### config.mk
export PLATFORM = sky130hd
export DESIGN_NAME = ordered_list_position_edit_top
export DESIGN_NICKNAME = d
export VERILOG_FILES = /design/src/hw/rtl/olpe_pkg.sv /design/src/hw/rtl/ordered_list_position_edit_top.sv /design/src/hw/rtl/olpe_cell.sv /design/src/hw/rtl/olpe_ctrl.sv
export SDC_FILE = /design/constraint.sdc
export NUM_CORES = 2
export LEC_CHECK = 0
export BUFFER_PORTS_ARGS = -buffer_cell sky130_fd_sc_hd__buf_2
export CORE_ASPECT_RATIO = 1.4
export CORE_MARGIN = 3
export CORE_UTILIZATION = 55
export CTS_CLUSTER_SIZE = 16
export DETAILED_ROUTE_END_ITERATION = 7
export PLACE_DENSITY = 0.72
export SLEW_MARGIN = 30
export SYNTH_ARGS = -nofsm -noshare
export SYNTH_HDL_FRONTEND = slang
export SYNTH_SLANG_ARGS = --single-unit
### constraint.sdc
create_clock -name clk -period 9.25 [get_ports clk]
set_input_delay 1.3875 -clock clk [delete_from_list [all_inputs] [get_ports clk]]
set_output_delay 1.3875 -clock clk [all_outputs]
set_load 0.03 [all_outputs]
### src/hw/rtl/olpe_pkg.sv
// ----------------------------------------------------------------------------
// olpe_pkg
// Command codes, status codes and decode types of the ordered list block.
// ----------------------------------------------------------------------------
`timescale 1ns / 1ps

package olpe_pkg;

	localparam logic [2:0] CMD_INS_FRONT = 3'd0;
	localparam logic [2:0] CMD_INS_BACK  = 3'd1;
	localparam logic [2:0] CMD_INS_POS   = 3'd2;
	localparam logic [2:0] CMD_DEL_FRONT = 3'd3;
	localparam logic [2:0] CMD_DEL_BACK  = 3'd4;
	localparam logic [2:0] CMD_DEL_POS   = 3'd5;

	localparam logic [2:0] ST_OK      = 3'd0;
	localparam logic [2:0] ST_POS_LOW = 3'd1;
	localparam logic [2:0] ST_EMPTY   = 3'd2;
	localparam logic [2:0] ST_RANGE   = 3'd3;
	localparam logic [2:0] ST_FULL    = 3'd4;

	typedef enum logic [1:0] {
		OP_NONE,
		OP_INS,
		OP_DEL
	} op_t;

	typedef struct packed {
		op_t        op;
		logic [2:0] status;
	} edit_t;

endpackage

### src/hw/rtl/ordered_list_position_edit_top.sv
// ----------------------------------------------------------------------------
// ordered_list_position_edit_top
// An accepted item is registered in stage s1, then in the output register.
// Throughput: one item per cycle while in_stall is low; the row of cells
// shifts or holds on accept; the result stage reads it as the item leaves s1.
// Reset clears the entry count and the valid flags; the cells need no reset.
// ----------------------------------------------------------------------------
`timescale 1ns / 1ps

module ordered_list_position_edit_top #(
	parameter int DEPTH = 16
) (
	input  logic                           clk,
	input  logic                           arst_n,
	input  logic                           in_valid,
	output logic                           in_stall,
	input  logic [2:0]                     cmd,
	input  logic signed [31:0]             value,
	input  logic [4:0]                     position,
	output logic                           out_valid,
	input  logic                           out_stall,
	output logic [2:0]                     status,
	output logic [$clog2(DEPTH+1)-1:0]     count,
	output logic signed [31:0]             first_value,
	output logic signed [31:0]             last_value
);
	import olpe_pkg::*;

	localparam int IDX_W = $clog2(DEPTH);
	localparam int CNT_W = $clog2(DEPTH + 1);

	logic                 accept;
	logic                 s1_move;
	edit_t                edit;
	logic [IDX_W-1:0]     idx;
	logic [CNT_W-1:0]     entry_count_q;
	logic                 valid_s1;
	logic [2:0]           status_s1;
	logic                 out_valid_q;
	logic [2:0]           status_q;
	logic [CNT_W-1:0]     res_count_q;
	logic signed [31:0]   first_q;
	logic signed [31:0]   last_q;
	logic [IDX_W-1:0]     rd_idx;
	logic signed [31:0]   cell_data [DEPTH];

	assign s1_move  = !out_valid_q || !out_stall;
	assign in_stall = valid_s1 && !s1_move;
	assign accept   = in_valid && !in_stall;
	assign rd_idx   = IDX_W'(entry_count_q - CNT_W'(1));

	olpe_ctrl #(.DEPTH(DEPTH)) u_ctrl (
		.cmd         (cmd),
		.position    (position),
		.entry_count (entry_count_q),
		.edit        (edit),
		.idx         (idx)
	);

	for (genvar i = 0; i < DEPTH; i++) begin : g_cell
		logic signed [31:0] left_data;
		logic signed [31:0] right_data;

		if (i == 0) begin : g_first
			assign left_data = value;
		end else begin : g_mid_l
			assign left_data = cell_data[i-1];
		end
		if (i == DEPTH - 1) begin : g_last
			assign right_data = cell_data[i];
		end else begin : g_mid_r
			assign right_data = cell_data[i+1];
		end

		olpe_cell #(.DEPTH(DEPTH), .INDEX(i)) u_cell (
			.clk        (clk),
			.en         (accept),
			.op         (edit.op),
			.idx        (idx),
			.value      (value),
			.left_data  (left_data),
			.right_data (right_data),
			.data       (cell_data[i])
		);
	end

	always_ff @(posedge clk or negedge arst_n) begin
		if (!arst_n) begin
			entry_count_q <= '0;
			valid_s1      <= 1'b0;
			out_valid_q   <= 1'b0;
		end else begin
			if (accept) begin
				unique case (edit.op)
					OP_INS: entry_count_q <= entry_count_q + CNT_W'(1);
					OP_DEL: entry_count_q <= entry_count_q - CNT_W'(1);
					default: begin
					end
				endcase
			end
			if (accept) begin
				valid_s1 <= 1'b1;
			end else if (s1_move) begin
				valid_s1 <= 1'b0;
			end
			if (s1_move) begin
				out_valid_q <= valid_s1;
			end
		end
	end

	always_ff @(posedge clk) begin
		if (accept) begin
			status_s1 <= edit.status;
		end
		if (s1_move && valid_s1) begin
			status_q    <= status_s1;
			res_count_q <= entry_count_q;
			if (entry_count_q == '0) begin
				first_q <= '0;
				last_q  <= '0;
			end else begin
				first_q <= cell_data[0];
				last_q  <= cell_data[rd_idx];
			end
		end
	end

	assign out_valid   = out_valid_q;
	assign status      = status_q;
	assign count       = res_count_q;
	assign first_value = first_q;
	assign last_value  = last_q;

endmodule

### src/hw/rtl/olpe_cell.sv
// ----------------------------------------------------------------------------
// olpe_cell
// One slot of the list: holds, loads the new value, or takes a neighbor's entry.
// ----------------------------------------------------------------------------
`timescale 1ns / 1ps

module olpe_cell #(
	parameter int DEPTH = 16,
	parameter int INDEX = 0
) (
	input  logic                         clk,
	input  logic                         en,
	input  olpe_pkg::op_t                op,
	input  logic [$clog2(DEPTH)-1:0]     idx,
	input  logic signed [31:0]           value,
	input  logic signed [31:0]           left_data,
	input  logic signed [31:0]           right_data,
	output logic signed [31:0]           data
);
	import olpe_pkg::*;

	localparam int IDX_W = $clog2(DEPTH);
	localparam logic [IDX_W-1:0] MY_IDX = IDX_W'(INDEX);

	logic signed [31:0] data_q;

	always_ff @(posedge clk) begin
		if (en) begin
			unique case (op)
				OP_INS: begin
					if (MY_IDX > idx) begin
						data_q <= left_data;
					end else if (MY_IDX == idx) begin
						data_q <= value;
					end
				end
				OP_DEL: begin
					if (MY_IDX >= idx) begin
						data_q <= right_data;
					end
				end
				default: begin
				end
			endcase
		end
	end

	assign data = data_q;

endmodule

### src/hw/rtl/olpe_ctrl.sv
// ----------------------------------------------------------------------------
// olpe_ctrl
// Checks a command against the entry count and picks the edit and its slot.
// ----------------------------------------------------------------------------
`timescale 1ns / 1ps

module olpe_ctrl #(
	parameter int DEPTH = 16
) (
	input  logic [2:0]                     cmd,
	input  logic [4:0]                     position,
	input  logic [$clog2(DEPTH+1)-1:0]     entry_count,
	output olpe_pkg::edit_t                edit,
	output logic [$clog2(DEPTH)-1:0]       idx
);
	import olpe_pkg::*;

	localparam int IDX_W = $clog2(DEPTH);
	localparam int CNT_W = $clog2(DEPTH + 1);
	localparam int CMP_W = (CNT_W > 5) ? CNT_W + 1 : 6;

	logic [CMP_W-1:0] pos_ext;
	logic [CMP_W-1:0] cnt_ext;
	logic             full;
	logic             empty;

	assign pos_ext = CMP_W'(position);
	assign cnt_ext = CMP_W'(entry_count);
	assign full    = (cnt_ext == CMP_W'(DEPTH));
	assign empty   = (cnt_ext == '0);

	always_comb begin
		edit.op     = OP_NONE;
		edit.status = ST_OK;
		idx         = '0;
		unique case (cmd)
			CMD_INS_FRONT: begin
				if (full) begin
					edit.status = ST_FULL;
				end else begin
					edit.op = OP_INS;
				end
			end
			CMD_INS_BACK: begin
				if (full) begin
					edit.status = ST_FULL;
				end else begin
					edit.op = OP_INS;
					idx     = IDX_W'(cnt_ext);
				end
			end
			CMD_INS_POS: begin
				priority if (pos_ext == '0) begin
					edit.status = ST_POS_LOW;
				end else if (pos_ext > cnt_ext + CMP_W'(1)) begin
					edit.status = ST_RANGE;
				end else if (full) begin
					edit.status = ST_FULL;
				end else begin
					edit.op = OP_INS;
					idx     = IDX_W'(pos_ext - CMP_W'(1));
				end
			end
			CMD_DEL_FRONT: begin
				if (empty) begin
					edit.status = ST_EMPTY;
				end else begin
					edit.op = OP_DEL;
				end
			end
			CMD_DEL_BACK: begin
				if (empty) begin
					edit.status = ST_EMPTY;
				end else begin
					edit.op = OP_DEL;
					idx     = IDX_W'(cnt_ext - CMP_W'(1));
				end
			end
			CMD_DEL_POS: begin
				priority if (pos_ext == '0) begin
					edit.status = ST_POS_LOW;
				end else if (empty) begin
					edit.status = ST_EMPTY;
				end else if (pos_ext > cnt_ext) begin
					edit.status = ST_RANGE;
				end else begin
					edit.op = OP_DEL;
					idx     = IDX_W'(pos_ext - CMP_W'(1));
				end
			end
			default: begin
			end
		endcase
	end

endmodule

Word level (Yosys, flattened, before mapping)

Index checks and enable logic that the tools add are counted.

Bits in registers: 594
Bits in latches: 0
RAM bits: 0
ROM bits: 0
Input bits: 44
Output and inout port bits: 74
Memories: 0

Add/sub/neg operators: 5
$mul: 0
Divide/modulo/power cells: 0
Magnitude comparators: 34
Eq/ne operators: 53
Shift operators: 0
Multiplexer cells: 92
Bitwise logic cells: 1
Reduce and logical (&&, ||, !) cells: 35

Operators by type and width:

| operator                                           | number |
|---|---|
| 2-to-1 mux 32 bit                                  | 49 |
| one-hot mux 32 bit (2 select lines)                | 15 |
| binary-select mux 32 bit (select 4 bit)            | 1 |
| AND reduction 4 bit                                | 15 |
| != test 3 x 1 -> 1 bit, second input constant      | 15 |
| == test 4 bit, first input constant                | 8 |
| > comparator 4 bit, first input constant           | 8 |
| 2-to-1 mux 4 bit                                   | 8 |
| != test 2 x 1 -> 1 bit, second input constant      | 15 |
| >= comparator 4 bit, first input constant          | 7 |
| one-hot mux 5 bit (4 select lines)                 | 1 |
| == test 3 x 4 -> 1 bit, first input constant       | 4 |
| >= comparator 3 x 4 -> 1 bit, first input constant | 4 |
| > comparator 3 x 4 -> 1 bit, first input constant  | 4 |
| 2-to-1 mux 2 bit                                   | 8 |
| one-hot mux 4 bit (4 select lines)                 | 1 |
| 2-to-1 mux 3 bit                                   | 5 |
| zero test 6 bit                                    | 2 |
| one-hot mux 5 bit (2 select lines)                 | 1 |
| == test 2 x 4 -> 1 bit, first input constant       | 2 |
| >= comparator 1 x 4 -> 1 bit, first input constant | 2 |
| >= comparator 2 x 4 -> 1 bit, first input constant | 2 |
| > comparator 1 x 4 -> 1 bit, first input constant  | 2 |
| > comparator 2 x 4 -> 1 bit, first input constant  | 2 |
| other kinds (26)                                   | 39 |

Longest topological paths before layout

Depth in word-level cells: 9
Depth in mapped cells: 24
Mapped depth without buffers: 16

Hierarchy

From an unflattened synthesis, not the netlist that was laid out.

Cell total of the unflattened synthesis: 3292
Area total of the unflattened synthesis: 36824.1 µm²

Modules (own cells, without submodules):

| module                         | times used | cells an instance | area each (µm²) | seq. area each (µm²) |
|---|---|---|---|---|
| ordered_list_position_edit_top | 1          | 751               | 7826.3          | 2427.3 |
| olpe_cell (g_cell[12].u_cell)  | 1          | 188               | 2219.6          | 960.9 |
| olpe_cell (g_cell[2].u_cell)   | 1          | 195               | 2157.1          | 960.9 |
| olpe_cell (g_cell[4].u_cell)   | 1          | 188               | 2016.9          | 960.9 |
| olpe_cell (g_cell[8].u_cell)   | 1          | 108               | 2015.7          | 960.9 |
| olpe_cell (g_cell[6].u_cell)   | 1          | 179               | 1691.6          | 960.9 |
| olpe_cell (g_cell[13].u_cell)  | 1          | 143               | 1681.6          | 960.9 |
| olpe_cell (g_cell[3].u_cell)   | 1          | 142               | 1676.6          | 960.9 |
| olpe_cell (g_cell[7].u_cell)   | 1          | 178               | 1676.6          | 960.9 |
| olpe_cell (g_cell[5].u_cell)   | 1          | 114               | 1675.4          | 960.9 |
| olpe_cell (g_cell[14].u_cell)  | 1          | 180               | 1672.9          | 960.9 |
| olpe_cell (g_cell[15].u_cell)  | 1          | 142               | 1669.1          | 960.9 |
| olpe_cell (g_cell[1].u_cell)   | 1          | 144               | 1669.1          | 960.9 |
| olpe_cell (g_cell[9].u_cell)   | 1          | 180               | 1657.8          | 960.9 |
| 4 more rows                    | -          | -                 | -               | - |

Worst setup path after synthesis

OpenSTA, ideal clock, no wires.

Kind: input-to-reg
Start: input out_stall
End: register res_count_q[0], in the netlist count[0], enable pin
Library setup time: 0.611 ns
Arrival: 6.629 ns
Required time: 8.639 ns
Path slack: 2.009 ns
Cell stages on the path: 1
Path buffers: 0
Cell sequence: a21boi_0

Longest elaborated chain between the ends: 3

RTL lines:

| item                 | RTL line                              | text |
|---|---|---|
| start, declared      | ordered_list_position_edit_top.sv:21  | `input logic out_stall,` |
| zero test 1 bit      | ordered_list_position_edit_top.sv:47  | `assign s1_move = !out_valid_q \|\| !out_stall;` |
| logical OR 1 bit     | ordered_list_position_edit_top.sv:47  |  |
| logical AND 1 bit    | ordered_list_position_edit_top.sv:116 | `if (s1_move && valid_s1) begin` |
| end signal, assigned | ordered_list_position_edit_top.sv:118 | `res_count_q <= entry_count_q;` |
| end, declared        | ordered_list_position_edit_top.sv:41  | `logic [CNT_W-1:0] res_count_q;` |

Every way passes these cells.
A chain may end at the register's enable or synchronous reset.

Final worst setup path

Start: register entry_count_q[0]
End: register g_cell[7].u_cell.data_q[5] (data pin)

Longest elaborated chain between the ends: 8
Elaborated cells between the ends (all ways): 28

RTL lines:

| item                                                      | RTL line                             | text |
|---|---|---|
| start, declared                                           | ordered_list_position_edit_top.sv:36 | `logic [CNT_W-1:0] entry_count_q;` |
| start signal, assigned                                    | ordered_list_position_edit_top.sv:95 | `OP_INS: entry_count_q <= entry_count_q + CNT_W'(1);` |
| start signal, assigned                                    | ordered_list_position_edit_top.sv:96 | `OP_DEL: entry_count_q <= entry_count_q - CNT_W'(1);` |
| adder 5 x 1 -> 6 bit, or another cell as far along        | olpe_ctrl.sv:55                      | `end else if (pos_ext > cnt_ext + CMP_W'(1)) begin` |
| > comparator 5 x 6 -> 1 bit, or another cell as far along | olpe_ctrl.sv:55                      |  |
| 2-to-1 mux 4 bit (on tied branches)                       | olpe_ctrl.sv:55, olpe_ctrl.sv:82     |  |
| 2-to-1 mux 4 bit (on tied branches)                       | olpe_ctrl.sv:53, olpe_ctrl.sv:80     |  |
| one-hot mux 4 bit (4 select lines)                        | olpe_ctrl.sv:36                      | `unique case (cmd)` |
| > comparator 3 x 4 -> 1 bit                               | olpe_cell.sv:31                      | `if (MY_IDX > idx) begin` |
| 2-to-1 mux 32 bit                                         | olpe_cell.sv:31                      |  |
| one-hot mux 32 bit (2 select lines) (*)                   | olpe_cell.sv:29                      | `unique case (op)` |
| end signal, assigned                                      | olpe_cell.sv:32                      | `data_q <= left_data;` |
| end signal, assigned                                      | olpe_cell.sv:34                      | `data_q <= value;` |
| end signal, assigned                                      | olpe_cell.sv:39                      | `data_q <= right_data;` |
| end, declared                                             | olpe_cell.sv:25                      | `logic signed [31:0] data_q;` |

Mark *: on every way between the ends. The rest lies on a longest branch, timed or not.

==> run_results.csv <==
group,metric,value,unit
outcome,status,"finished, final reports clean",
clock_network,cts_tree,"built",
sta,finalSetupViolations,0,
sta,slew_headroom,31.79,%
grt,grt_use_total,32.28,%
layout,fillers,4576,
die,initial_core_util,55.97,%
layout,syn_to_final_growth,9.588,%
drt,drc,0,
die,ios,118,
setup_path,worstPathMaxFanout,228,
sta,setup_ws,2.866,ns
yosys,syn-num-nets,2775,
placed_design,numPlacedInstances,3408,
yosys,postSynthCellCount,2716,
drt,vias,25360,
layout,layout.cells.non_filler,3520,
power_and_ir_drop,leakage,12.74,nW
grt,antenna_found_initial,6,
drt,vias_per_cell,7.204,
grt,grt-ovfl-total,0,
placed_design,dpl-instance-area,34920,um2
grt,grt_max_degree,229,
clock_network,htree_levels,2,
power_and_ir_drop,ir_drop,0.0004810,V
yosys,seq_area_frac_synth,52.94,%
sta,tightest_slew,1.023,ns
sta,fin_worst_skew,0.02842,ns
yosys,async_reset_ff_share,1.178,%
yosys,synth_edf_count,587,
placed_design,io_buffers,117,
yosys,syn_area,33630,um2
drt,wl_per_cell,30.08,um
placed_design,dp_hpwl,58340,um
worst_hold_path,min_path_type,"reg -> reg",
drt,drt_iter0_drc,3252,
yosys,ys_ff_latch,594,
sta,final.setup.tns,0,ns
clock_network,max-clock-path-buffers,3,
die,dieWidth,215.0,um
layout,final_common_cell,"edfxtp_1",
die,fp.dieH,298.6,um
layout,layout-drive-gt1-share,21.02,%
sta,slew_viol_final,0,
yosys,yosysWarnings,0,
die,fp-row-count,106,
sta,rsz0062_at_grt,"false",
sta,hold_viol_final,0,
layout,fin_nets,2719,
setup_path,path_class,"reg -> reg",
placed_design,pre_cts_ws,2.946,ns
clock_network,clock_latency,0.64,ns
clock_network,cts_hold_buf,0,
clock_network,cts_setup_buffers,0,
setup_path,required,9.74,ns
clock_network,ctsResizeCount,0,
clock_network,cts_buffers,57,
run,drv_cap,0,
setup_path,critPathArrivalTime,6.87,ns
die,die_area,64190,um2
sta,period_needed,6.384,ns
clock_network,clock-root-buffer,"clkbuf_16",
grt,grt_pass1_vias,25290,
layout,layout_common_cells,"587 x edfxtp_1, 300 x nand2_1, 165 x o21ai_0",
clock_network,numClockSinks,594,
yosys,synthFlopType,"edfxtp_1",
yosys,ys_types,64,
drt,ant_nets,0,
power_and_ir_drop,cellPowerDensity,365.7,nW/um2
power_and_ir_drop,total_power,13.48,mW
sta,fin_crit_sh,69.02,%
drt,drt-pass1-iter-count,7,
placed_design,place_congestion,0.8728,
clock_network,cts.clk_slew.worst_paths,0.07,ns
sta,finalHoldWorstSlack,0.4221,ns
grt,grt_pass1_wl,158900,um
sta,max_freq,156.6,MHz
yosys,syn_area_per_cell,12.38,um2
layout,stdcell_area,36850,um2
drt,wl,105900,um
setup_path,cp-end-kind,"flip-flop",
layout,final_core_util,61.34,%
die,core,60080,um2
setup_path,start_kind,"flip-flop",
cells by family (layout without fill, tap and decap cells):
group,count (synthesis),in the layout,share of synthesized area (%)
other,0,3,0
DFF,594,594,52.94
AOI/OAI and AO/OA,594,594,13.75
adders and majority gates,15,15,0.5581
buffers and inverters,335,326,3.992
and+or+nand+nor,848,848,12.90
xor gates and xnor gates,9,9,0.2344
muxes,321,321,15.63
final timing paths:
path	from	end	slack, ns	cells after the start
worst max-delay path	entry_count_q[0]	g_cell[7].u_cell.data[5]	2.87	17
worst min-delay path	status_s1[2]	status[2]	0.42	0
worst max register to register	entry_count_q[0]	g_cell[7].u_cell.data[5]	2.87	17
worst min register to register	status_s1[2]	status[2]	0.42	0
max in group asynchronous	arst_n	entry_count_q[0]	8.46	1
min in group asynchronous	arst_n	entry_count_q[0]	0.59	1
sequential cells by signal (all words and copies together) (netlist names):
register and flops:
out_valid 1, g_cell.u_cell.data 512, status 3, last_value 32
first_value 32, count 5, status_s1 3, valid_s1 1
entry_count_q 5
synthesized netlist by cell type (4+ instances only):
cell type  count  area (um2)
edfxtp_1     587       17630
nand2_1      302        1134
clkbuf_1     218       818.3
o21ai_0      169       845.8
mux4_2       160        3603
and2_1       130       813.3
mux2i_1      129        1291
nor2_1        81       304.0
nand2b_1      70       437.9
nor3_1        67       335.3
o211ai_1      67       503.0
a221o_1       65       650.6
nor3b_1       65       488.0
o221a_2       65       732.0
a311o_1       64       640.6
inv_1         47       176.4
nand3_1       42       210.2
nor2b_1       35       219.0
a31oi_1       34       212.7
nand4_1       34       212.7
a2bb2oi_1     33       289.0
a221oi_1      32       280.3
buf_2         32       160.2
mux2_2        31       349.1
buf_1         25       93.84
a21oi_1       22       110.1
ha_1          15       187.7
buf_4         12       90.09
a21o_1         8       60.06
dfrtp_1        7       175.2
o21ai_1        7       35.03
or3_1          7       43.79
xnor2_1        7       61.31
a211o_1        4       35.03
layer usage:
| layer | wire length [um] | share of wire (%) | vias up | track usage [%] |
|---|---|---|---|---|
| met3 | 11380 | 11 | 384 | 6.723 |
| li1 | - | - | 10550 | - |
| met1 | 37310 | 35 | 12640 | 40.96 |
| met5 | 30 | 0.028 | - | 0 |
| met2 | 51420 | 49 | 1785 | 53.12 |
| met4 | 5747 | 5.4 | 4 | 15.89 |
where the power goes:
group	internal, mW	leakage, nW	switching [mW]
clock	1.32	0.904	1.07
combinational	2.66	6.25	3.59
sequential	4.26	5.58	0.574
total	8.25	12.7	5.23
area by class of cell:
cell class / count / area [um2] / area share, %
clock buffer: 76 / 1560 / 4.234
inverter: 48 / 187.7 / 0.5093
antenna: 3 / 7.507 / 0.02037
timing repair buffer: 172 / 1119 / 3.035
sequential: 594 / 17810 / 48.31
tap: 810 / 1013 / 2.750
clock inverter: 30 / 277.8 / 0.7537
multi-input combinational: 1787 / 14880 / 40.38
worst max-delay path, cell delays in order (launching register included):
cell	delay (ns)
dfrtp_4	0.71
buf_4	0.79
nand3_1	0.18
xnor2_1	0.19
ha_1	0.31
nand3_1	0.09
o21bai_1	0.17
a21oi_2	0.54
o31ai_1	0.15
nand2b_1	0.11
nor2b_1	0.07
inv_1	0.09
ha_4	0.32
buf_12	0.62
nor2_1	0.27
a31oi_4	0.73
buf_4	0.50
o221a_2	0.26
(Power assumes the default switching activity.)
